[config.mk]
export PLATFORM = sky130hd
export DESIGN_NAME = window_median_depth_backproject
export DESIGN_NICKNAME = d
export VERILOG_FILES = /design/src/sv/wmdb_pkg.sv /design/src/sv/window_median_depth_backproject.sv /design/src/sv/wmdb_div.sv
export SDC_FILE = /design/constraint.sdc
export NUM_CORES = 2
export LEC_CHECK = 0
export ABC_AREA = 0
export ABC_CLOCK_PERIOD_IN_PS = 8720
export BUFFER_PORTS_ARGS = -buffer_cell sky130_fd_sc_hd__buf_2
export CAP_MARGIN = 20
export CORE_UTILIZATION = 59
export CTS_BUF_LIST = sky130_fd_sc_hd__clkbuf_4 sky130_fd_sc_hd__clkbuf_8
export DETAILED_ROUTE_END_ITERATION = 10
export HOLD_SLACK_MARGIN = 0.1
export PLACE_DENSITY = 0.79
export SLEW_MARGIN = 20
export SYNTH_ARGS = -nofsm -noshare
export SYNTH_HDL_FRONTEND = slang
export SYNTH_SLANG_ARGS = --single-unit
[constraint.sdc]
create_clock -name clk -period 8.72 [get_ports clk]
set_input_delay 2.18 -clock clk [delete_from_list [all_inputs] [get_ports clk]]
set_output_delay 2.18 -clock clk [all_outputs]
set_load 0.02 [all_outputs]
[src/sv/wmdb_pkg.sv]
// Shared constants and types for the window median depth back-projection block.
package wmdb_pkg;

  localparam int WindowHalf = 4;
  localparam int PixelBits  = 12;
  localparam int Side       = 2 * WindowHalf + 1;
  localparam int Capacity   = Side * Side;
  localparam int AddrW      = $clog2(Capacity);
  localparam int CountW     = $clog2(Capacity + 1);

  // Register indexes
  localparam logic [2:0] RegDepthMin = 3'd0;
  localparam logic [2:0] RegDepthMax = 3'd1;
  localparam logic [2:0] RegFocalX   = 3'd2;
  localparam logic [2:0] RegFocalY   = 3'd3;
  localparam logic [2:0] RegPrincX   = 3'd4;
  localparam logic [2:0] RegPrincY   = 3'd5;

  // Divider request
  typedef struct packed {
    logic        start;
    logic [47:0] mag;
    logic [17:0] divisor;
  } div_req_t;

  typedef struct packed {
    logic        done;
    logic [47:0] quot;
  } div_rsp_t;

endpackage

[src/sv/window_median_depth_backproject.sv]
// Top level: sample store, rank-select median sequencer and back-projection.
// A non-last sample is taken while idle. A last sample with n valid samples passes a
// check state, a rank search (one compare per cycle), the two serial divisions and an
// output state; with no valid sample or a zero focal length the window goes from the
// check state straight to output. Input stall is high while a window closes.
// Reset (rst_n, synchronous) restores register defaults, empties the store.
module window_median_depth_backproject (
  input  logic        clk,
  input  logic        rst_n,
  input  logic        in_valid,
  output logic        in_stall,
  input  logic [15:0] in_depth_mm,
  input  logic        in_sample_finite,
  input  logic [11:0] in_center_col,
  input  logic [11:0] in_center_row,
  input  logic        in_last_sample,
  output logic        out_valid,
  input  logic        out_stall,
  output logic        out_found,
  output logic [15:0] out_median_depth_mm,
  output logic signed [31:0] out_point_x_mm,
  output logic signed [31:0] out_point_y_mm,
  input  logic        cfg_psel,
  input  logic        cfg_penable,
  input  logic        cfg_pwrite,
  input  logic [4:0]  cfg_paddr,
  input  logic [31:0] cfg_pwdata,
  output logic [31:0] cfg_prdata,
  output logic        cfg_pready
);

  localparam int AW = wmdb_pkg::AddrW;
  localparam int CW = wmdb_pkg::CountW;

  localparam logic [3:0] StIdle  = 4'd0;
  localparam logic [3:0] StRdI   = 4'd1;
  localparam logic [3:0] StRdJ   = 4'd2;
  localparam logic [3:0] StCmp   = 4'd3;
  localparam logic [3:0] StCheck = 4'd4;
  localparam logic [3:0] StMulX  = 4'd5;
  localparam logic [3:0] StDivX  = 4'd6;
  localparam logic [3:0] StMulY  = 4'd7;
  localparam logic [3:0] StDivY  = 4'd8;
  localparam logic [3:0] StOut   = 4'd9;
  localparam logic [3:0] StWaitX = 4'd10;
  localparam logic [3:0] StWaitY = 4'd11;

  // Configuration registers
  logic [15:0] dmin_r, dmax_r, px_r, py_r;
  logic [17:0] fx_r, fy_r;
  logic        cfg_wr;
  logic [2:0]  cfg_idx;

  assign cfg_pready = 1'b1;
  assign cfg_wr     = cfg_psel && cfg_penable && cfg_pwrite;
  assign cfg_idx    = cfg_paddr[4:2];

  always_ff @(posedge clk) begin
    if (!rst_n) begin
      dmin_r <= 16'd200;
      dmax_r <= 16'd8000;
      fx_r   <= 18'd9600;
      fy_r   <= 18'd9600;
      px_r   <= 16'd5120;
      py_r   <= 16'd3840;
    end else if (cfg_wr) begin
      unique case (cfg_idx)
        wmdb_pkg::RegDepthMin: dmin_r <= cfg_pwdata[15:0];
        wmdb_pkg::RegDepthMax: dmax_r <= cfg_pwdata[15:0];
        wmdb_pkg::RegFocalX:   fx_r   <= cfg_pwdata[17:0];
        wmdb_pkg::RegFocalY:   fy_r   <= cfg_pwdata[17:0];
        wmdb_pkg::RegPrincX:   px_r   <= cfg_pwdata[15:0];
        wmdb_pkg::RegPrincY:   py_r   <= cfg_pwdata[15:0];
        default: ;
      endcase
    end
  end

  // Register readback
  always_comb begin
    cfg_prdata = '0;
    if (cfg_paddr[1:0] == 2'b00) begin
      unique case (cfg_idx)
        wmdb_pkg::RegDepthMin: cfg_prdata = {16'd0, dmin_r};
        wmdb_pkg::RegDepthMax: cfg_prdata = {16'd0, dmax_r};
        wmdb_pkg::RegFocalX:   cfg_prdata = {14'd0, fx_r};
        wmdb_pkg::RegFocalY:   cfg_prdata = {14'd0, fy_r};
        wmdb_pkg::RegPrincX:   cfg_prdata = {16'd0, px_r};
        wmdb_pkg::RegPrincY:   cfg_prdata = {16'd0, py_r};
        default:               cfg_prdata = '0;
      endcase
    end
  end

  // Sequencer state
  logic [3:0]    st_r;
  logic [CW-1:0] cnt_r, i_r, j_r;
  logic [CW-1:0] less_r, eq_r;
  logic [15:0]   v_r, z_r;
  logic [11:0]   col_r, row_r;
  logic          ov_r;
  logic          found_r;
  logic [15:0]   med_r;
  logic signed [31:0] ox_r, oy_r;
  logic          neg_r;
  logic [47:0]   mag_r;
  logic [15:0]   rdata_r;

  // Output register, parts the result side from the sequencer
  logic          out_found_r;
  logic [15:0]   out_med_r;
  logic signed [31:0] out_x_r, out_y_r;

  // Sample store
  logic [15:0] store [wmdb_pkg::Capacity];
  logic        acc, sample_ok;
  logic [AW-1:0] rd_addr;

  assign in_stall  = (st_r != StIdle);
  assign acc       = in_valid && !in_stall;
  assign sample_ok = in_sample_finite && (in_depth_mm > dmin_r) && (in_depth_mm < dmax_r)
                     && (cnt_r < CW'(wmdb_pkg::Capacity));
  assign rd_addr   = (st_r == StRdI) ? i_r[AW-1:0] : j_r[AW-1:0];

  always_ff @(posedge clk) begin
    if (acc && sample_ok) store[cnt_r[AW-1:0]] <= in_depth_mm;
    rdata_r <= store[rd_addr];
  end

  // Rank test on the counts including the current compare
  logic [CW-1:0] less_fin, eq_fin, half_n;
  logic          rank_hit;

  assign less_fin = less_r + CW'(rdata_r < v_r);
  assign eq_fin   = eq_r + CW'(rdata_r == v_r);
  assign half_n   = cnt_r >> 1;
  assign rank_hit = (less_fin <= half_n) && (half_n < less_fin + eq_fin);

  // Divider
  wmdb_pkg::div_req_t dreq;
  wmdb_pkg::div_rsp_t drsp;
  wmdb_div u_div (.clk(clk), .rst_n(rst_n), .req(dreq), .rsp(drsp));

  // Shared multiplier: signed offset times depth
  logic signed [17:0] off;
  logic signed [34:0] prod;
  logic [17:0]        fsel;
  logic [47:0]        qsum;
  logic signed [31:0] sat;

  always_comb begin
    if (st_r == StMulX) off = $signed({2'b00, col_r, 4'b0000}) - $signed({2'b00, px_r});
    else                off = $signed({2'b00, row_r, 4'b0000}) - $signed({2'b00, py_r});
    prod = off * $signed({1'b0, z_r});
    fsel = (st_r == StDivX || st_r == StWaitX) ? fx_r : fy_r;
    dreq.start   = (st_r == StDivX) || (st_r == StDivY);
    dreq.mag     = mag_r + 48'(fsel >> 1);
    dreq.divisor = fsel;
    qsum = drsp.quot;
    if (neg_r) sat = (qsum > 48'd2147483648) ? 32'sh80000000 : -$signed(qsum[31:0]);
    else       sat = (qsum > 48'd2147483647) ? 32'sh7fffffff : $signed(qsum[31:0]);
  end

  always_ff @(posedge clk) begin
    if (!rst_n) begin
      st_r  <= StIdle;
      cnt_r <= '0;
      ov_r  <= 1'b0;
      col_r <= '0;
      row_r <= '0;
    end else begin
      // Result valid: set when a result is loaded, cleared on its transaction
      if (st_r == StOut && (!ov_r || !out_stall)) ov_r <= 1'b1;
      else if (ov_r && !out_stall)               ov_r <= 1'b0;
      unique case (st_r)
        StIdle: begin
          if (acc) begin
            col_r <= in_center_col[wmdb_pkg::PixelBits-1:0];
            row_r <= in_center_row[wmdb_pkg::PixelBits-1:0];
            if (in_last_sample) begin
              cnt_r <= '0;
              i_r   <= '0;
              if (sample_ok) j_r <= cnt_r + CW'(1);
              else           j_r <= cnt_r;
              // j_r holds n here until the search starts
              st_r <= StCheck;
            end else if (sample_ok) begin
              cnt_r <= cnt_r + CW'(1);
            end
          end
        end
        StCheck: begin
          // capture n, then decide
          cnt_r <= j_r;
          if (j_r == '0 || fx_r == '0 || fy_r == '0) begin
            found_r <= 1'b0;
            med_r   <= '0;
            ox_r    <= '0;
            oy_r    <= '0;
            st_r    <= StOut;
          end else begin
            st_r <= StRdI;
          end
        end
        StRdI: begin
          j_r    <= '0;
          less_r <= '0;
          eq_r   <= '0;
          st_r   <= StRdJ;
        end
        StRdJ: begin
          v_r  <= rdata_r;
          j_r  <= j_r + CW'(1);
          st_r <= StCmp;
        end
        StCmp: begin
          // rdata_r holds store[j-1]
          less_r <= less_fin;
          eq_r   <= eq_fin;
          if (j_r == cnt_r) begin
            if (rank_hit) begin
              st_r <= StMulX;
            end else begin
              st_r <= StRdI;
              i_r  <= i_r + CW'(1);
            end
            z_r <= v_r;
          end else begin
            j_r <= j_r + CW'(1);
          end
        end
        StMulX: begin
          neg_r <= prod[34];
          mag_r <= 48'(prod[34] ? -prod : prod);
          st_r  <= StDivX;
        end
        StDivX: st_r <= StWaitX;
        StWaitX: if (drsp.done) begin
          ox_r <= sat;
          st_r <= StMulY;
        end
        StMulY: begin
          neg_r <= prod[34];
          mag_r <= 48'(prod[34] ? -prod : prod);
          st_r  <= StDivY;
        end
        StDivY: st_r <= StWaitY;
        StWaitY: if (drsp.done) begin
          oy_r    <= sat;
          found_r <= 1'b1;
          med_r   <= z_r;
          st_r    <= StOut;
        end
        StOut: begin
          // wait until the previous result has gone
          if (!ov_r || !out_stall) begin
            out_found_r <= found_r;
            out_med_r   <= med_r;
            out_x_r     <= ox_r;
            out_y_r     <= oy_r;
            cnt_r       <= '0;
            st_r        <= StIdle;
          end
        end
        default: st_r <= StIdle;
      endcase
    end
  end

  assign out_valid           = ov_r;
  assign out_found           = out_found_r;
  assign out_median_depth_mm = out_med_r;
  assign out_point_x_mm      = out_x_r;
  assign out_point_y_mm      = out_y_r;

  // Store never overfills
  a_cnt: assert property (@(posedge clk) disable iff (!rst_n)
    cnt_r <= CW'(wmdb_pkg::Capacity)) else $error("sample count overflow");
  // No input taken while a window closes
  a_busy: assert property (@(posedge clk) disable iff (!rst_n)
    (st_r != StIdle) |-> in_stall) else $error("input accepted while busy");
  // Found result carries nonzero depth
  a_found: assert property (@(posedge clk) disable iff (!rst_n)
    (out_valid && out_found) |-> (out_median_depth_mm != '0)) else $error("found with zero z");

endmodule

[src/sv/wmdb_div.sv]
// Restoring divider, one quotient bit per cycle.
module wmdb_div (
  input  logic              clk,
  input  logic              rst_n,
  input  wmdb_pkg::div_req_t req,
  output wmdb_pkg::div_rsp_t rsp
);

  logic [47:0] quot_r, quot_nxt;
  logic [18:0] rem_r, rem_nxt;
  logic [17:0] dvs_r;
  logic [5:0]  cnt_r;
  logic        busy_r, done_r;
  logic [18:0] shifted;
  logic [19:0] diff;

  // One shift-subtract step
  always_comb begin
    shifted  = {rem_r[17:0], quot_r[47]};
    diff     = {1'b0, shifted} - {2'b00, dvs_r};
    quot_nxt = {quot_r[46:0], ~diff[19]};
    rem_nxt  = diff[19] ? shifted : diff[18:0];
  end

  always_ff @(posedge clk) begin
    if (!rst_n) begin
      busy_r <= 1'b0;
      done_r <= 1'b0;
      cnt_r  <= '0;
    end else begin
      // done pulses for one cycle after the last quotient bit
      done_r <= busy_r && !req.start && (cnt_r == 6'd47);
      if (req.start) begin
        busy_r <= 1'b1;
        cnt_r  <= 6'd0;
      end else if (busy_r) begin
        cnt_r <= cnt_r + 6'd1;
        if (cnt_r == 6'd47) begin
          busy_r <= 1'b0;
        end
      end
    end
  end

  always_ff @(posedge clk) begin
    if (req.start) begin
      quot_r <= req.mag;
      rem_r  <= '0;
      dvs_r  <= req.divisor;
    end else if (busy_r) begin
      quot_r <= quot_nxt;
      rem_r  <= rem_nxt;
    end
  end

  assign rsp.done = done_r;
  assign rsp.quot = quot_r;

endmodule
# After elaboration in Yosys (flattened, before gate mapping)
# Memory sizes are Yosys's and may differ from the RTL's. A register that Yosys moved wholly into a read port is not among the register bits.
# Cells that the tools add are included.
[word_totals]
reg_bits = 499
ram_bits = 1296
inputBits = 86
out_inout_bits = 116
word_cells = 197
memories = 1
[op_classes]
add_sub_neg = 13
n_mul = 1
order_cmp = 8
eq_ne = 28
n_mux = 54
bitwise = 2
n_reduce_logical = 56
[mem_list]
columns = ["memory", "words", "width", "read_ports", "rd_ports_with_merged_regs", "wr", "line_no", "rtl"]
rows = [
  ["store", 81, 16, 1, 1, 1, "window_median_depth_backproject.sv:115", "logic [15:0] store [wmdb_pkg::Capacity];"],
]
[op_table]
columns = ["cell", "count"]
rows = [
  ["two-way mux 32 bit", 5],
  ["case mux 32 bit (2 select lines)", 2],
  ["case mux 18 bit (6 select lines)", 1],
  ["two-way mux 48 bit", 2],
  ["two-way mux 7 bit", 12],
  ["two-way mux 18 bit", 4],
  ["adder 48 x 17 -> 48 bit", 1],
  ["> comparator 48 x 31 -> 1 bit, second input constant", 1],
  ["> comparator 48 x 32 -> 1 bit, second input constant", 1],
  ["negator 35 -> 48 bit", 1],
  ["case mux 4 bit (12 select lines)", 1],
  ["case mux 7 bit (2 select lines)", 3],
  ["logical NOT 18 bit", 2],
  ["multiplier 18 x 17 -> 35 bit", 1],
  ["two-way mux 34 bit", 1],
  ["subtractor 16 x 16 -> 17 bit", 2],
  ["less-than comparator 16 bit", 2],
  ["two-way mux 16 bit", 2],
  ["negator 32 bit", 1],
  ["case mux 16 bit (2 select lines)", 1],
  ["two-way mux 4 bit", 7],
  ["case mux 7 bit (4 select lines)", 1],
  ["adder 7 x 1 -> 7 bit, second input constant", 3],
  ["case mux 7 bit (3 select lines)", 1],
  ["40 further kinds", 104],
]

# Longest topological paths before layout
[depth]
ltp_word = 8
ltp_mapped = 37
ltp_nobuf = 35

# Modules after synthesis
# Synthesis repeated with hierarchy kept, for this count alone.
[unflattened]
cells_unflattened = 6286
area_unflattened_um2 = 87610.3
[by_module_without_submodules]
columns = ["module", "instances", "cells_each", "area_per_inst_um2", "seq_area_each_um2"]
rows = [
  ["window_median_depth_backproject", 1, 5901, 82938.3, 50098.0],
  ["wmdb_div", 1, 385, 4672.0, 2502.4],
]

# Worst setup path after synthesis
# No wires, ideal clock.
[synth_timing]
path_type = "flip-flop to flip-flop"
from = "register py_r[4]"
to = "register mag_r[32] (data pin)"
setup_time_ps = 273
arrival_time_ps = 8544
t_required_ps = 8447
slack_ps = -97
stages_incl_launch_ff = 34
n_path_buf = 1
synth_period_minus_slack_ps = 8817
path_cell_list = "dfxtp_1 inv_1 ha_1 a41oi_1 o21ai_0 a2111oi_0 o41ai_1 a21oi_1 o21bai_1 xnor2_1 mux2i_1 clkbuf_1 and2_1 fa_1 inv_1 fa_1 fa_1 inv_1 fa_1 fa_1 inv_1 fa_1 inv_1 ha_1 a21oi_1 nand2_1 nor3_1 a21oi_1 a21oi_1 o21ai_0 xor2_1 nor3_1 a41oi_1 xor2_1"
[synth_via]
elab_chain_cells = 5
[synth_lines]
columns = ["item", "line_no", "rtl"]
rows = [
  ["from (decl)", "window_median_depth_backproject.sv:49", "logic [15:0] dmin_r, dmax_r, px_r, py_r;"],
  ["from (signal assigned)", "window_median_depth_backproject.sv:73", "wmdb_pkg::RegPrincY: py_r <= cfg_pwdata[15:0];"],
  ["subtractor 16 x 16 -> 17 bit *", "window_median_depth_backproject.sv:153", "else off = $signed({2'b00, row_r, 4'b0000}) - $signed({2'b00, py_r});"],
  ["two-way mux 18 bit *", "window_median_depth_backproject.sv:152", "if (st_r == StMulX) off = $signed({2'b00, col_r, 4'b0000}) - $signed({2'b00, px_r});"],
  ["multiplier 18 x 17 -> 35 bit *", "window_median_depth_backproject.sv:154", "prod = off * $signed({1'b0, z_r});"],
  ["negator 35 -> 48 bit", "window_median_depth_backproject.sv:234, window_median_depth_backproject.sv:244", ""],
  ["two-way mux 34 bit *", "window_median_depth_backproject.sv:234, window_median_depth_backproject.sv:244", ""],
  ["to (signal assigned)", "window_median_depth_backproject.sv:234", "mag_r <= 48'(prod[34] ? -prod : prod);"],
  ["to (signal assigned)", "window_median_depth_backproject.sv:244", "mag_r <= 48'(prod[34] ? -prod : prod);"],
  ["to (decl)", "window_median_depth_backproject.sv:106", "logic [47:0] mag_r;"],
]
# Every way passes the cells marked *; elsewhere a longest branch is shown, timed or not.
# A chain may end at the register's enable or synchronous reset.

# Worst setup path in the final report
[layout_timing]
from = "register px_r[4]"
to = "register mag_r[30] (data pin)"
[layout_via]
elab_chain_cells = 5
[layout_lines]
columns = ["item", "line_no", "rtl"]
rows = [
  ["from (decl)", "window_median_depth_backproject.sv:49", ""],
  ["from (signal assigned)", "window_median_depth_backproject.sv:72", "wmdb_pkg::RegPrincX: px_r <= cfg_pwdata[15:0];"],
  ["subtractor 16 x 16 -> 17 bit *", "window_median_depth_backproject.sv:152", ""],
  ["two-way mux 18 bit *", "window_median_depth_backproject.sv:152", ""],
  ["multiplier 18 x 17 -> 35 bit *", "window_median_depth_backproject.sv:154", ""],
  ["negator 35 -> 48 bit", "window_median_depth_backproject.sv:234, window_median_depth_backproject.sv:244", ""],
  ["two-way mux 34 bit *", "window_median_depth_backproject.sv:234, window_median_depth_backproject.sv:244", ""],
]
# Marked as above.

==> results.sh <==
export IMPL_status="finished, final reports clean"
export IMPL_detailroute_via_count=56700
export IMPL_track_usage=0.304
export IMPL_portBuffers=172
export IMPL_crit_start="px_r[4]"
export IMPL_reg2reg_slack_ns=0.03
export IMPL_critPathArrivalTime_ns=9.42
export IMPL_finalMaxSlewViolations=0
export IMPL_nets=7520
export IMPL_final_area_mm2=0.0996
export IMPL_rsz0062_at_grt="true"
export IMPL_dp_hpwl_um=150000
export IMPL_synth_common_cells="edfxtp_1, nand2_1, inv_1"
export IMPL_htree_levels=5
export IMPL_die_h_um=388
export IMPL_clk_pin_slew_ns=0.06
export IMPL_syn_to_final_growth_pct=13.6
export IMPL_fin_crit_ns=8.69
export IMPL_synth_top_cells_by_area="edfxtp_1, mux4_2, fa_1"
export IMPL_numCtsBuffers=305
export IMPL_multi_input_area_mm2=0.0331
export IMPL_met2_usage=0.499
export IMPL_cts_sinks=1811
export IMPL_finalSetupViolCount=0
export IMPL_critPathMaxFanout=9
export IMPL_drt_first_pass_iters=6
export IMPL_synth_flop_cell="edfxtp_1"
export IMPL_hp_class="reg2reg"
export IMPL_antenna_found_initial=26
export IMPL_antenna_left=0
export IMPL_clk_latency_ns=1.01
export IMPL_cts_tree="done"
export IMPL_io_pins=202
export IMPL_fin_skew_ns=0.0942
export IMPL_cp_data_required_time_ns=9.45
export IMPL_synth_seq_area_share=0.600
export IMPL_synth_edff_count=1633
export IMPL_tightest_slew_ns=1.14
export IMPL_syn_inst=6404
export IMPL_crit_end="mag_r[30]"
export IMPL_clk_path_buf_depth=4
export IMPL_synth_top_area_cell="edfxtp_1"
export IMPL_core_area_mm2=0.148
export IMPL_top_usage_layer="met2"
export IMPL_synth_area_per_cell_um2=13.7
export IMPL_post_route_drc_count=0
export IMPL_grt_max_degree=142
export IMPL_seqCellArea_mm2=0.0526
export IMPL_synth_warnings=0
export IMPL_worst_setup_path_end_kind="flop"
export IMPL_synth_area_mm2=0.0877
export IMPL_period_share=0.997
export IMPL_routed_wl_um=231000
export IMPL_start_kind="flop"
export IMPL_grt_pass1_wl_um=341000
export IMPL_setup_worst_path_class="reg2reg"
export IMPL_synth_seq_cells=1811
export IMPL_via_per_inst=6.25
export IMPL_start_util=0.594
export IMPL_timing_rr_end="mag_r[30]"
export IMPL_die_area_mm2=0.150
export IMPL_placed_cell_area_mm2=0.0924
export IMPL_worstRegToRegCells=39
export IMPL_crit_path_top_delay_cell="fa_1"
export IMPL_clock_root_buffer="clkbuf_8"
export IMPL_crit_top_cell="fa_1"
export IMPL_synth_cell_types=86
export IMPL_reg2reg_from="px_r[4]"
export IMPL_finalWeightedCongestion=0.948
export IMPL_yosysMostFrequentCell="edfxtp_1"
export IMPL_wl_per_cell_um=25.5
export IMPL_max_slew_margin=0.243
export IMPL_grt_use_met3=0.0597
export IMPL_overflow=0
export IMPL_timing_final_hold_violations=0
export IMPL_drv_cap=0
export IMPL_async_flop_share=0
export IMPL_die_w_um=388
export IMPL_hold_buffers=0
export IMPL_max_freq_mhz=115
export IMPL_slowest_delay_ns=0.53
export IMPL_synth_top_area_share=0.559
export IMPL_first_global_vias=56600
export IMPL_row_count=141
export IMPL_drt_iter0_markers=6233
export IMPL_groute_layer_met1_usage=0.387
export IMPL_final_layout_size_suffix_gt1_frac=0.213
export IMPL_final_fill_count=9692
[cell families (layout without fill, tap and decap cells)]
| kind of cell | count (synthesis) | count (layout) | share of synthesized area |
|---|---|---|---|
| compound gates | 869 | 869 | 0.0633 |
| simple gates | 1842 | 1842 | 0.0973 |
| mux | 365 | 365 | 0.0877 |
| buf+inv | 828 | 1532 | 0.0368 |
| flops | 1811 | 1811 | 0.600 |
| other cells | 2 | 41 | 0.0000857 |
| fa+ha+maj | 510 | 510 | 0.0973 |
| xor+xnor | 177 | 177 | 0.0177 |
[cells in the final DEF (no fill, tap or decap), types with 28 or more instances in the layout]
| cell type | count |
|---|---|
| o211ai_1 | 36 |
| nor3_1 | 48 |
| and2_1 | 194 |
| inv_1 | 487 |
| o21ai_0 | 140 |
| nand4_1 | 34 |
| xor2_1 | 66 |
| nor2b_1 | 36 |
| mux4_2 | 320 |
| clkbuf_4 | 92 |
| clkbuf_8 | 323 |
| and3_1 | 80 |
| fa_1 | 283 |
| buf_2 | 158 |
| dfxtp_1 | 172 |
| clkinv_2 | 30 |
| ha_1 | 208 |
| edfxtp_1 | 1633 |
| nor2_1 | 269 |
| nand2_1 | 862 |
| a211oi_1 | 31 |
| a21oi_1 | 266 |
| nand2b_1 | 33 |
| conb_1 | 28 |
| a311oi_1 | 57 |
| xnor2_1 | 103 |
| a22oi_1 | 50 |
| a21o_1 | 49 |
| clkinv_1 | 61 |
| buf_4 | 326 |
| nand3_1 | 149 |
| a31oi_1 | 38 |
[critical path, delay by kind of cell (launching register included)]
kind / cells / cell delay (ns)
fa+ha+maj: 8 / 3.55
compound gates: 9 / 1.48
buf+inv: 12 / 1.30
simple gates: 7 / 1.08
xor+xnor: 2 / 0.45
flops: 1 / 0.35
mux: 1 / 0.26
[state kept, by name (all words and copies together), names as in the netlist, 18 cells and up]
register,count
store,1296
mag_r,48
u_div.quot_r,48
out_point_x_mm,32
out_point_y_mm,32
ox_r,32
oy_r,32
fx_r,18
fy_r,18
u_div.dvs_r,18
u_div.rem_r,18
[layer usage]
| metal | part of all wire | vias up | routed length, µm |
|---|---|---|---|
| met4 | 0.056 | 12 | 13000 |
| met1 | 0.36 | 28200 | 82400 |
| met5 | 0.00033 | - | 77 |
| li1 | - | 24500 | - |
| met3 | 0.098 | 668 | 22700 |
| met2 | 0.49 | 3365 | 113000 |
[cell type report]
cell class              instances  share of cell area
flip-flops and latches       1811               0.528
multi-input cells            3791               0.332
clock buffers                 414              0.0514
repair buffers                518              0.0387
well taps                    1930              0.0242
inverters                     497              0.0187
clock inverters               103             0.00615
diodes                         13            0.000327
[stage by stage]
step                      hold WS, ns  utilization  worst slack [ns]  std cells  setup TNS (ns)
after floorplan                 0.400            -            0.0569       6430               0
after global placement          0.401        0.626            -0.182       8514           -2.82
final                           0.409        0.675            0.0272       9077               0
after CTS                       0.411        0.666            0.0223       9033               0
after global routing            0.409        0.675            -0.193       9070           -3.45
after detailed placement        0.405        0.626            -0.302       8514           -6.80
[what timing repair did]
| action | 4_1_cts | 5_1_grt |
|---|---|---|
| pin swaps | 5 | 116 |
| cloned | 0 | 4 |
| gates resized for setup | 39 | 167 |
| setup endpoints to repair | 35 | 35 |
| buffers inserted | 2 | 27 |
[how the worst min path moves through the flow]
stage / startpoint / end / depth (start not counted)
finish: rdata_r[11] / v_r[11] / 0
global route: rdata_r[11] / v_r[11] / 0
CTS: rdata_r[11] / v_r[11] / 0
detailed placement: med_r[0] / out_median_depth_mm[0] / 0
global placement: found_r / out_found / 0
floorplan: found_r / out_found / 0
Power is not shown: default switching activity piles up to over one toggle a cycle in this logic, so the estimate is an artifact.
